$ cat src/rtl/dpss_pkg.sv
// ----------------------------------------------------------------------------
// dpss_pkg
// Shared types and constants of the drive power state sequencer: state codes,
// request codes, outcome codes, control word bit masks and the structs that
// carry kept state and step results between modules.
// ----------------------------------------------------------------------------
package dpss_pkg;

  localparam int unsigned CW_W    = 16;
  localparam int unsigned DST_W   = 4;
  localparam int unsigned LIMIT_W = 3;

  // decoded drive power states
  localparam logic [DST_W-1:0] ST_NOT_READY       = 4'd0;
  localparam logic [DST_W-1:0] ST_SWITCH_DISABLED = 4'd1;
  localparam logic [DST_W-1:0] ST_READY           = 4'd2;
  localparam logic [DST_W-1:0] ST_SWITCHED_ON     = 4'd3;
  localparam logic [DST_W-1:0] ST_OP_ENABLED      = 4'd4;
  localparam logic [DST_W-1:0] ST_QUICK_STOP      = 4'd5;
  localparam logic [DST_W-1:0] ST_FAULT_REACTION  = 4'd6;
  localparam logic [DST_W-1:0] ST_FAULT           = 4'd7;
  localparam logic [DST_W-1:0] ST_UNKNOWN         = 4'd8;
  localparam logic [DST_W-1:0] ST_NONE            = 4'd15;

  // requests
  localparam logic [1:0] OP_ENABLE     = 2'd0;
  localparam logic [1:0] OP_DISABLE    = 2'd1;
  localparam logic [1:0] OP_SHUTDOWN   = 2'd2;
  localparam logic [1:0] OP_QUICK_STOP = 2'd3;

  // outcomes
  localparam logic [1:0] OUT_BUSY = 2'd0;
  localparam logic [1:0] OUT_DONE = 2'd1;
  localparam logic [1:0] OUT_FAIL = 2'd2;

  // control word masks
  localparam logic [CW_W-1:0] CW_NONE   = 16'h0000;
  localparam logic [CW_W-1:0] CW_H02    = 16'h0002;
  localparam logic [CW_W-1:0] CW_H04    = 16'h0004;
  localparam logic [CW_W-1:0] CW_H06    = 16'h0006;
  localparam logic [CW_W-1:0] CW_H07    = 16'h0007;
  localparam logic [CW_W-1:0] CW_H0F    = 16'h000F;
  localparam logic [CW_W-1:0] CW_H80    = 16'h0080;
  localparam logic [CW_W-1:0] CW_H81    = 16'h0081;
  localparam logic [CW_W-1:0] CW_H82    = 16'h0082;
  localparam logic [CW_W-1:0] CW_H84    = 16'h0084;
  localparam logic [CW_W-1:0] CW_H88    = 16'h0088;

  localparam logic [LIMIT_W-1:0] LIMIT_RESET = 3'd2;

  // configuration register map
  localparam int unsigned      PADDR_W         = 3;
  localparam logic             REG_IDX_LIMIT   = 1'b0;

  typedef struct packed {
    logic [CW_W-1:0]    control_copy;
    logic [DST_W-1:0]   previous_state;
    logic [LIMIT_W-1:0] fault_retries;
    logic               check_pending;
  } dpss_state_t;

  typedef struct packed {
    dpss_state_t      state_next;
    logic [CW_W-1:0]  word0;
    logic [CW_W-1:0]  word1;
    logic [1:0]       nwr;
    logic [DST_W-1:0] device_state;
    logic [1:0]       outcome;
  } dpss_step_t;

endpackage

$ cat src/rtl/drive_power_state_sequencer.sv
// ----------------------------------------------------------------------------
// drive_power_state_sequencer
// Drives a servo drive through its power states: decodes each sampled status
// word against the pending request and emits control word writes.
// Inputs are registered, then each item's results load the result register.
// Throughput: one item per cycle while m_tready holds and it makes at most
// one write; a two-write item holds the result register until both are sent.
// Reset: control copy cleared, no state seen, retries and check cleared,
// fault_retry_limit back to 2, no result pending.
// ----------------------------------------------------------------------------
module drive_power_state_sequencer (
  input  logic                           clk,
  input  logic                           rst,
  input  logic                           s_tvalid,
  output logic                           s_tready,
  input  logic [15:0]                    s_tdata,  // status_word[15:0]
  input  logic [2:0]                     s_tuser,  // op[1:0], start_req[2]
  output logic                           m_tvalid,
  input  logic                           m_tready,
  output logic [23:0]                    m_tdata,  // control_word[15:0], device_state[19:16]
  output logic [2:0]                     m_tuser,  // write_valid[0], outcome[2:1]
  output logic                           m_tlast,
  input  logic                           psel,
  input  logic                           penable,
  input  logic                           pwrite,
  input  logic [dpss_pkg::PADDR_W-1:0]   paddr,
  input  logic [31:0]                    pwdata,
  output logic [31:0]                    prdata,
  output logic                           pready
);
  import dpss_pkg::*;

  logic               in_valid;
  logic [1:0]         in_op;
  logic               in_start;
  logic [15:0]        in_status;
  logic               fire;
  logic               free;
  logic [LIMIT_W-1:0] fault_retry_limit;
  dpss_state_t        state;
  dpss_step_t         step;

  assign pready = 1'b1;

  always_ff @(posedge clk) begin
    if (rst) begin
      fault_retry_limit <= LIMIT_RESET;
    end else if (psel && penable && pwrite && pready && paddr[2] == REG_IDX_LIMIT) begin
      fault_retry_limit <= pwdata[LIMIT_W-1:0];
    end
  end

  assign prdata = (paddr[2] == REG_IDX_LIMIT) ? {29'b0, fault_retry_limit} : 32'b0;

  assign fire     = in_valid && free;
  assign s_tready = !in_valid || free;

  always_ff @(posedge clk) begin
    if (rst) begin
      in_valid <= 1'b0;
    end else if (s_tready) begin
      in_valid <= s_tvalid;
    end
  end

  always_ff @(posedge clk) begin
    if (s_tready && s_tvalid) begin
      in_op     <= s_tuser[1:0];
      in_start  <= s_tuser[2];
      in_status <= s_tdata;
    end
  end

  always_ff @(posedge clk) begin
    if (rst) begin
      state.control_copy   <= '0;
      state.previous_state <= ST_NONE;
      state.fault_retries  <= '0;
      state.check_pending  <= 1'b0;
    end else if (fire) begin
      state <= step.state_next;
    end
  end

  dpss_step u_step (
    .state             (state),
    .fault_retry_limit (fault_retry_limit),
    .op                (in_op),
    .start_req         (in_start),
    .status_word       (in_status),
    .step              (step)
  );

  dpss_outbuf u_outbuf (
    .clk      (clk),
    .rst      (rst),
    .load     (fire),
    .step     (step),
    .free     (free),
    .m_tvalid (m_tvalid),
    .m_tready (m_tready),
    .m_tdata  (m_tdata),
    .m_tuser  (m_tuser),
    .m_tlast  (m_tlast)
  );

  a_two_writes: assert property (@(posedge clk) disable iff (rst)
    fire && step.nwr == 2'd2 |=> m_tvalid && !m_tlast && m_tuser[0])
    else $error("two-write item not queued as a pair");

  a_copy_hold: assert property (@(posedge clk) disable iff (rst)
    !fire |=> $stable(state.control_copy))
    else $error("control copy changed without an item");

  a_pending_src: assert property (@(posedge clk) disable iff (rst)
    fire && step.state_next.check_pending |-> in_op == OP_DISABLE || in_op == OP_QUICK_STOP)
    else $error("check armed by enable or shutdown");

  a_last_word: assert property (@(posedge clk) disable iff (rst)
    fire && step.nwr != 2'd0 |=> !$isunknown(m_tdata[15:0]) &&
      (m_tlast ? m_tdata[15:0] == state.control_copy : 1'b1))
    else $error("last write differs from kept control copy");

  a_no_load_busy: assert property (@(posedge clk) disable iff (rst)
    m_tvalid && !m_tlast |-> !free)
    else $error("new item loaded over a queued write");

endmodule

$ cat src/rtl/dpss_step.sv
// ----------------------------------------------------------------------------
// dpss_step
// Status decode and request rules for one item: computes the next kept state,
// up to two control word writes, the decoded state and the outcome.
// ----------------------------------------------------------------------------
module dpss_step (
  input  dpss_pkg::dpss_state_t          state,
  input  logic [dpss_pkg::LIMIT_W-1:0]   fault_retry_limit,
  input  logic [1:0]                     op,
  input  logic                           start_req,
  input  logic [15:0]                    status_word,
  output dpss_pkg::dpss_step_t           step
);
  import dpss_pkg::*;

  logic [DST_W-1:0] st;
  logic [3:0]       low;
  logic             b5;
  logic             b6;
  dpss_state_t      cs;
  logic [CW_W-1:0]  set0;
  logic [CW_W-1:0]  clr0;
  logic [CW_W-1:0]  set1;
  logic [CW_W-1:0]  clr1;
  logic [CW_W-1:0]  w0;
  logic [CW_W-1:0]  w1;
  logic [1:0]       nwr;
  logic [1:0]       outcome;

  assign low = status_word[3:0];
  assign b5  = status_word[5];
  assign b6  = status_word[6];

  always_comb begin
    if (low == 4'h0) begin
      st = b6 ? ST_SWITCH_DISABLED : ST_NOT_READY;
    end else if (b6) begin
      st = ST_UNKNOWN;
    end else if (low == 4'h1 && b5) begin
      st = ST_READY;
    end else if (low == 4'h3 && b5) begin
      st = ST_SWITCHED_ON;
    end else if (low == 4'h7) begin
      st = b5 ? ST_OP_ENABLED : ST_QUICK_STOP;
    end else if (low == 4'hF) begin
      st = ST_FAULT_REACTION;
    end else if (low == 4'h8) begin
      st = ST_FAULT;
    end else begin
      st = ST_UNKNOWN;
    end
  end

  always_comb begin
    cs      = state;
    nwr     = 2'd0;
    set0    = CW_NONE;
    clr0    = CW_NONE;
    set1    = CW_NONE;
    clr1    = CW_NONE;
    outcome = OUT_BUSY;
    if (start_req) begin
      cs.previous_state = ST_NONE;
      cs.fault_retries  = '0;
      cs.check_pending  = 1'b0;
    end

    if ((op == OP_DISABLE || op == OP_QUICK_STOP) && cs.check_pending) begin
      cs.check_pending = 1'b0;
      outcome = (st == ST_UNKNOWN || st == ST_OP_ENABLED) ? OUT_FAIL : OUT_DONE;
    end else if (op == OP_ENABLE) begin
      cs.check_pending = 1'b0;
      if (st == ST_UNKNOWN) begin
        outcome = OUT_FAIL;
      end else if (st == cs.previous_state) begin
        outcome = OUT_DONE;
      end else begin
        cs.previous_state = st;
        case (st)
          ST_NOT_READY: begin
            outcome = OUT_FAIL;
          end
          ST_SWITCH_DISABLED: begin
            nwr  = 2'd1;
            set0 = CW_H06;
            clr0 = CW_H81;
          end
          ST_READY: begin
            nwr  = 2'd1;
            set0 = CW_H07;
            clr0 = CW_H88;
          end
          ST_SWITCHED_ON: begin
            nwr  = 2'd1;
            set0 = CW_H0F;
            clr0 = CW_H80;
          end
          ST_QUICK_STOP: begin
            nwr  = 2'd2;
            clr0 = CW_H04;
            set1 = CW_H0F;
            clr1 = CW_H80;
          end
          ST_FAULT: begin
            if (cs.fault_retries >= fault_retry_limit) begin
              nwr     = 2'd2;
              clr0    = CW_H80;
              set1    = CW_H80;
              outcome = OUT_FAIL;
            end else begin
              cs.fault_retries = cs.fault_retries + 3'd1;
            end
          end
          default: begin
          end
        endcase
      end
    end else if (op == OP_DISABLE) begin
      if (st == ST_UNKNOWN || st == ST_NOT_READY) begin
        outcome = OUT_FAIL;
      end else begin
        if (st == ST_FAULT) begin
          nwr  = 2'd2;
          clr0 = CW_H80;
          set1 = CW_H80;
        end else if (st == ST_OP_ENABLED) begin
          nwr  = 2'd1;
          set0 = CW_H07;
          clr0 = CW_H88;
        end
        cs.check_pending = 1'b1;
      end
    end else if (op == OP_SHUTDOWN) begin
      cs.check_pending = 1'b0;
      if (st == ST_UNKNOWN || st == ST_NOT_READY) begin
        outcome = OUT_FAIL;
      end else begin
        if (st == ST_FAULT) begin
          nwr  = 2'd2;
          clr0 = CW_H80;
          set1 = CW_H80;
        end else if (st == ST_QUICK_STOP) begin
          nwr  = 2'd1;
          clr0 = CW_H82;
        end else if (st == ST_OP_ENABLED || st == ST_SWITCHED_ON ||
                     st == ST_SWITCH_DISABLED) begin
          nwr  = 2'd1;
          set0 = CW_H06;
          clr0 = CW_H81;
        end
        outcome = OUT_DONE;
      end
    end else begin
      if (st == ST_UNKNOWN) begin
        outcome = OUT_FAIL;
      end else begin
        if (st == ST_OP_ENABLED) begin
          nwr  = 2'd1;
          set0 = CW_H02;
          clr0 = CW_H84;
        end
        cs.check_pending = 1'b1;
      end
    end
  end

  assign w0 = (state.control_copy | set0) & ~clr0;
  assign w1 = (w0 | set1) & ~clr1;

  always_comb begin
    step.state_next = cs;
    case (nwr)
      2'd1:    step.state_next.control_copy = w0;
      2'd2:    step.state_next.control_copy = w1;
      default: step.state_next.control_copy = state.control_copy;
    endcase
    step.word0        = (nwr == 2'd0) ? state.control_copy : w0;
    step.word1        = w1;
    step.nwr          = nwr;
    step.device_state = st;
    step.outcome      = outcome;
  end

endmodule

$ cat src/rtl/dpss_outbuf.sv
// ----------------------------------------------------------------------------
// dpss_outbuf
// Result register: holds the results of one item and hands them out one per
// transfer, the second write queued behind the first.
// ----------------------------------------------------------------------------
module dpss_outbuf (
  input  logic                  clk,
  input  logic                  rst,
  input  logic                  load,
  input  dpss_pkg::dpss_step_t  step,
  output logic                  free,
  output logic                  m_tvalid,
  input  logic                  m_tready,
  output logic [23:0]           m_tdata,  // control_word[15:0], device_state[19:16]
  output logic [2:0]            m_tuser,  // write_valid[0], outcome[2:1]
  output logic                  m_tlast
);
  import dpss_pkg::*;

  logic             out_valid;
  logic             second;
  logic [CW_W-1:0]  cur_word;
  logic [CW_W-1:0]  next_word;
  logic             wr_valid;
  logic [DST_W-1:0] dev_state;
  logic [1:0]       outcome;

  assign free = !out_valid || (m_tready && !second);

  always_ff @(posedge clk) begin
    if (rst) begin
      out_valid <= 1'b0;
      second    <= 1'b0;
    end else if (load) begin
      out_valid <= 1'b1;
      second    <= (step.nwr == 2'd2);
    end else if (out_valid && m_tready) begin
      if (second) begin
        second <= 1'b0;
      end else begin
        out_valid <= 1'b0;
      end
    end
  end

  always_ff @(posedge clk) begin
    if (load) begin
      cur_word  <= step.word0;
      next_word <= step.word1;
      wr_valid  <= (step.nwr != 2'd0);
      dev_state <= step.device_state;
      outcome   <= step.outcome;
    end else if (out_valid && m_tready && second) begin
      cur_word <= next_word;
    end
  end

  assign m_tvalid = out_valid;
  assign m_tdata  = {4'b0, dev_state, cur_word};
  assign m_tuser  = {outcome, wr_valid};
  assign m_tlast  = !second;

endmodule
$ cat config.mk
export PLATFORM = sky130hd
export DESIGN_NAME = drive_power_state_sequencer
export DESIGN_NICKNAME = d
export VERILOG_FILES = /design/src/rtl/dpss_pkg.sv /design/src/rtl/drive_power_state_sequencer.sv /design/src/rtl/dpss_step.sv /design/src/rtl/dpss_outbuf.sv
export SDC_FILE = /design/constraint.sdc
export NUM_CORES = 1
export LEC_CHECK = 0
export BUFFER_PORTS_ARGS = -buffer_cell sky130_fd_sc_hd__buf_2
export CAP_MARGIN = 10
export CORE_MARGIN = 5
export CORE_UTILIZATION = 35
export DETAILED_ROUTE_END_ITERATION = 8
export PLACE_DENSITY = 0.67
export SLEW_MARGIN = 20
export SYNTH_ARGS = -nofsm -noshare
export SYNTH_HDL_FRONTEND = slang
export SYNTH_SLANG_ARGS = --single-unit
$ cat constraint.sdc
create_clock -name clk -period 6.3 [get_ports clk]
set_clock_uncertainty 0.1 [all_clocks]
set_input_delay 0.315 -clock clk [delete_from_list [all_inputs] [get_ports clk]]
set_output_delay 0.315 -clock clk [all_outputs]
set_load 0.05 [all_outputs]
; ---- After elaboration in Yosys (flattened, before gate mapping)
; Index checks and enable logic that the tools add are counted.
[word_totals]
register_bits = 79
[classes]
add_sub_neg = 1
n_eq_ne = 19
reduce_logical = 32
n_bitwise = 7
mux = 106
magnitude_cmp = 1
[op_table]
columns = operator, count
row1 = 16-bit 2-to-1 mux, 38
row2 = 16-bit one-hot mux with 5 select lines, 1
row3 = 16-bit one-hot mux with 2 select lines, 2
row4 = 8-bit 2-to-1 mux, 7
row5 = 2-bit 2-to-1 mux, 23
row6 = 16-bit AND, 2
row7 = 16-bit inverter, 2
row8 = 16-bit bitwise OR, 2
row9 = 4-bit 2-to-1 mux, 7
row10 = 7-bit 2-to-1 mux, 4
row11 = "4-bit by 3-bit equality test with 1-bit output, second input constant", 4
row12 = 1-bit 2-to-1 mux, 16
row13 = 3-bit 2-to-1 mux, 5
row14 = "4-bit by 2-bit equality test with 1-bit output, second input constant", 3
row15 = "4-bit equality test, second input constant", 3
row16 = 4-bit one-hot mux with 3 select lines, 1
row17 = 1-bit logical AND, 11
row18 = "4-bit by 1-bit equality test with 1-bit output, second input constant", 2
row19 = 4-bit logical NOT, 2
row20 = 2-bit nonzero test, 4
row21 = 1-bit logical OR, 7
row22 = "2-bit equality test, second input constant", 3
row23 = 2-bit one-hot mux with 3 select lines, 1
row24 = "2-bit by 1-bit equality test with 1-bit output, second input constant", 2
row25 = 10 further kinds, 14

; ---- Depth between registers and ports, before layout
[logic_depth]
depth_word = 24
depth_mapped = 17
depth_no_buf = 15

; ---- Hierarchy
; From an unflattened synthesis, not the netlist that was laid out.
[hier_totals]
cells_unflattened = 501
hier_area_um2 = 5198.7
[by_module_without_submodules]
columns = mod, seq_area_each_um2, cells_each, area_per_inst_um2, instances
row1 = drive_power_state_sequencer, 1131.1, 180, 2130.8, 1
row2 = dpss_outbuf, 1211.2, 76, 1547.7, 1
row3 = dpss_step, 0.0, 245, 1520.2, 1

; ---- Least setup slack after synthesis
; Ideal clock, no wire load.
[synth_path]
path_kind = register -> register
start = register in_status[1]
end = register u_outbuf.cur_word[2] (data pin)
required_ps = 5942
arrival_time_ps = 2790
period_less_slack_ps = 3148
path_buffers = 2
path_stages_with_launch = 14
slack_ps = 3152
path_cell_list = edfxtp_1 buf_2 a2111oi_1 a21o_1 a21oi_1 o21ai_1 a21o_1 buf_2 o21ai_1 a21o_1 ha_1 inv_1 nand2_1 o221a_2
[synth_via]
elab_chain_len = 23
[synth_rtl]
columns = element, line_no
row1 = start: declaration, drive_power_state_sequencer.sv:36  ; logic [15:0] in_status;
row2 = start signal: assignment, drive_power_state_sequencer.sv:70  ; in_status <= s_tdata;
row3 = 4-bit equality test, dpss_step.sv:47  ; end else if (low == 4'h8) begin
row4 = 4-bit 2-to-1 mux, dpss_step.sv:47
row5 = 4-bit 2-to-1 mux, dpss_step.sv:45  ; end else if (low == 4'hF) begin
row6 = 4-bit 2-to-1 mux, dpss_step.sv:43  ; end else if (low == 4'h7) begin
row7 = 4-bit 2-to-1 mux, dpss_step.sv:41  ; end else if (low == 4'h3 && b5) begin
row8 = 4-bit 2-to-1 mux, dpss_step.sv:39  ; end else if (low == 4'h1 && b5) begin
row9 = 4-bit 2-to-1 mux, dpss_step.sv:37  ; end else if (b6) begin
row10 = 4-bit 2-to-1 mux *, dpss_step.sv:35  ; if (low == 4'h0) begin
row11 = [... 7 more ...], n/a
row12 = 16-bit 2-to-1 mux, dpss_step.sv:133  ; end else if (op == OP_SHUTDOWN) begin
row13 = 16-bit 2-to-1 mux, dpss_step.sv:118  ; end else if (op == OP_DISABLE) begin
row14 = 16-bit 2-to-1 mux, dpss_step.sv:71  ; end else if (op == OP_ENABLE) begin
row15 = 16-bit 2-to-1 mux, dpss_step.sv:68  ; if ((op == OP_DISABLE || op == OP_QUICK_STOP) && cs.check_pending) begin
row16 = 16-bit bitwise OR, dpss_step.sv:167  ; assign w0 = (state.control_copy | set0) & ~clr0;
row17 = 16-bit AND, dpss_step.sv:167
row18 = 16-bit 2-to-1 mux *, dpss_step.sv:177  ; step.word0 = (nwr == 2'd0) ? state.control_copy : w0;
row19 = 16-bit 2-to-1 mux *, dpss_outbuf.sv:47  ; if (load) begin
row20 = end signal: assignment, dpss_outbuf.sv:48  ; cur_word <= step.word0;
row21 = end signal: assignment, dpss_outbuf.sv:54  ; cur_word <= next_word;
row22 = end: declaration, dpss_outbuf.sv:22  ; logic [CW_W-1:0] cur_word;
; Every way passes the cells marked *; elsewhere a longest branch is shown, timed or not.
; A chain may end at the register's enable or synchronous reset.

; ---- Worst setup path after layout
[layout_path]
start = register in_status[3]
end = register state[15] (netlist name)
[layout_via]
elab_chain_len = 24
[layout_rtl]
columns = element, line_no
row1 = 4-bit equality test, dpss_step.sv:47
row2 = 4-bit 2-to-1 mux, dpss_step.sv:47
row3 = 4-bit 2-to-1 mux, dpss_step.sv:45
row4 = 4-bit 2-to-1 mux, dpss_step.sv:43
row5 = 4-bit 2-to-1 mux, dpss_step.sv:41
row6 = 4-bit 2-to-1 mux, dpss_step.sv:39
row7 = 4-bit 2-to-1 mux, dpss_step.sv:37
row8 = 4-bit 2-to-1 mux *, dpss_step.sv:35
row9 = [... 8 more ...], n/a
row10 = 16-bit 2-to-1 mux, dpss_step.sv:118
row11 = 16-bit 2-to-1 mux, dpss_step.sv:71
row12 = 16-bit 2-to-1 mux, dpss_step.sv:68
row13 = 16-bit inverter, dpss_step.sv:167
row14 = 16-bit AND, dpss_step.sv:167
row15 = 16-bit bitwise OR, dpss_step.sv:168  ; assign w1 = (w0 | set1) & ~clr1;
row16 = 16-bit AND, dpss_step.sv:168
row17 = 16-bit one-hot mux with 2 select lines, dpss_step.sv:172  ; case (nwr)
; Marks and branches as above.

==> flow_summary.ini <==
[sta]
holdWs_ps = 88.31
maxSlewViolCount = 0
max_freq_mhz = 264.4
slew_headroom_pct = 43.84
hold_violations = 0
worst_slew_pin_slew_ps = 841.5
post-route-period-util_pct = 60.04
setup_viol = 0
min_period_ps = 3782
setup_tns_ps = 0
rsz0062_at_grt = no

[power_and_ir_drop]
total_leakage_power_nw = 1.367
internal_power_mw = 0.4455
pwr-share-clk_pct = 27.3
switching_share_pct = 35.14
combPwrFrac_pct = 22.9
p_switching_mw = 0.2413
pwr-share-seq_pct = 49.8
ir_drop_v = 0.00008468
power.density_nw_per_um2 = 209.4
power_mw = 0.6868

[global_route]
grt_pass1_wl_microns = 11560
overflow = 0
antenna_found_initial = 0
grt_use_total_pct = 12.68
grt_pass1_vias = 2395
grt_max_degree = 25

[logic_synthesis]
syn_area_per_cell_sq_um = 8.590
syn_inst = 364
synthFlopType = edfxtp_1
synth_area_sq_um = 3127
netlist.top_cell.by_area = edfxtp_1
ys_types = 70
ys_warn_count = 0
synth_edf_count = 26
ys_async_sr_fraction_pct = 0
synth-seq-cells = 45
yosysSeqAreaShare_pct = 37.13
synth_area_leaders = edfxtp_1 (25%), dfxtp_1 (12%), buf_4 (11%)
yosys.area.top_type_share_pct = 24.97

[outcome]
status = completed

[drt]
drtIter0Drc = 244
drtPass1Iterations = 5
drt-vias-per-instance = 5.331
drc_errors = 0
ant_nets = 0
wl_microns = 7193
dr_total_vias = 2660
drt-wirelength-per-cell_microns = 14.41

[setup_path]
path_common_cell = a21oi_1
critPathCaptureType = register
crit_fanout = 15
critical_path_arrival_ps = 3920
start_kind = register
crit_required_ps = 6430
cp_cell_sequence = nor4b_4 -> a211oi_1 -> o211a_1 -> nor3_2 -> a21o_1 -> o21ai_1 -> a21o_1 -> ha_1 -> and3_1 -> nand4_1 -> a21oi_1 -> a21oi_1 -> a21oi_1
path_class = register to register
slowest_delay_ps = 630
crit_slowest_cell = edfxtp_1
r2r_slack_ps = 2520

[floorplan]
io_pins = 124
core-area_sq_um = 8721
rows = 34
fp.dieW_microns = 104.5
die_y_microns = 104.5
die-area_sq_um = 10920
initial_core_util_pct = 35.85

[cells_and_area]
nets = 457
syn_to_final_growth_pct = 4.882
drive_above_1_share_pct = 15.09
nFillCells = 902
diodes = 0

[clock_network]
numCtsBuffers = 5
cts_tree = done
post-cts-setup-buffers = 0
clkTransAtPathRegs_ps = 80
cts_buffer_depth = 2
cts_resized = 0
clock_sinks = 45
htreeDepth = 2
clk_latency_ps = 300
cts_root_buf = clkbuf_8
holdBufCountCts = 0

[placed_design]
gp_congestion = 0.8979
port_buffers = 37
dp_hpwl_microns = 5622

[job]
cap_violations = 0

[hold_path]
hold_class = primary input to register
sequential cells by signal (all words and copies together), names as in the netlist, 2 cells and up:
name and count:
state 13, u_outbuf.cur_word 5, fault_retry_limit 3, u_outbuf.next_word 5
u_outbuf.outcome 2, u_outbuf.dev_state 4, in_op 2, in_status 6
cell families (layout without fill, tap and decap cells):
kind of cell | count (synthesis) | after routing | share of synthesized area [%]
mux | 3 | 3 | 0.9604
fa+ha+maj | 6 | 6 | 2.401
xor+xnor | 1 | 1 | 0.2802
other cells | 2 | 45 | 0.2402
buf+inv | 80 | 64 | 15.73
compound gates | 106 | 106 | 22.37
simple gates | 121 | 121 | 20.89
flops | 45 | 45 | 37.13
cell usage in the layout, fill, tap and decap left out, drive strengths merged, types with 2 or more instances in the layout:
cell type  instances
a32oi              3
o211a              3
a21o               5
o21bai             3
a21oi             31
nand3              8
a22oi              3
inv               18
a211oi             3
or2                2
nor2              31
o211ai             4
clkbuf             6
clkinv             3
edfxtp            26
dfxtp             19
and3               3
nor4               2
conb              45
nor3b              3
o21ai             25
mux2i              3
nand2b             3
nand2             36
o31ai              2
o22ai              4
nor3              10
nand4b             3
o2111ai            2
ha                 6
o21a               4
buf               37
nor2b              4
nand4              4
a31oi              2
nand3b             4
power groups by stage:
stage          Combinational [mW]  Clock [mW]  Sequential [mW]
2_1_floorplan               0.147           0            0.354
3_5_place_dp                0.156           0            0.349
4_1_cts                     0.156       0.193            0.342
6_report                    0.157       0.187            0.342
3_3_place_gp                0.155           0            0.348
5_1_grt                     0.169       0.204            0.345
through the flow:
stage                     util [%]  cell area [sq um]  setup slack, ps  instances
final                        37.60               3279             2518        499
after CTS                    37.60               3279             2549        499
after global routing         37.60               3279             2248        499
after detailed placement     36.56               3188             2570        491
after global placement       36.56               3188             2645        491
after floorplan                  -               3288             3152        407
worst paths after layout:
path | from | endpoint | cells past startpoint
max reg2reg | in_status[3] | state[15] | 13
min reg2reg | state[0] | state[0] | 2
min | s_tuser[1] | in_op[1] | 1
max | in_status[3] | state[15] | 13
area by class of cell:
type	count	area, sq um	area share, %
Multi-Input combinational cell	282	1635	49.87
Tap cell	108	135.1	4.121
Clock inverter	2	8.758	0.2671
Clock buffer	6	82.58	2.518
Inverter	19	71.32	2.175
Timing Repair Buffer	37	185.2	5.647
Sequential cell	45	1161	35.41
worst max-delay path, delay by kind of cell (launching register included):
| kind | cells | cell delay (ps) |
|---|---|---|
| adders and majority gates | 1 | 300 |
| DFF | 1 | 630 |
| AOI/OAI and AO/OA | 8 | 1510 |
| and+or+nand+nor | 4 | 1170 |
routing by layer:
layer | vias up | part of all wire, % | global-route usage, %
met2 | 103 | 47 | 21.18
met5 | - | 0 | 0
met1 | 1268 | 44 | 16.76
li1 | 1280 | - | -
met4 | 0 | 0.86 | 2.960
met3 | 9 | 8.1 | 2.731
Yosys cell counts (2+ instances only):
library cell  count
conb_1            2
o211a_1           3
a211oi_1          2
nand4b_1          2
nand4_1           4
nor3b_1           2
a22oi_1           3
a31oi_1           2
o22ai_1           4
a32oi_1           3
edfxtp_1         26
nor2b_1           4
nand3b_1          4
clkbuf_1          6
o21a_1            4
buf_4            47
buf_2             6
a21oi_1          30
o211ai_1          4
mux2i_1           3
nor2_1           30
o21ai_1           6
nand2b_1          3
o21bai_1          3
nor3_2            3
ha_1              6
nor3_1            7
o2111ai_1         2
o31ai_1           2
and3_1            3
nand3_1           8
dfxtp_1          19
a21o_1            5
nand2_1          36
inv_1            17
o21ai_0          19
Note: power is estimated with default switching activity, not from simulation.
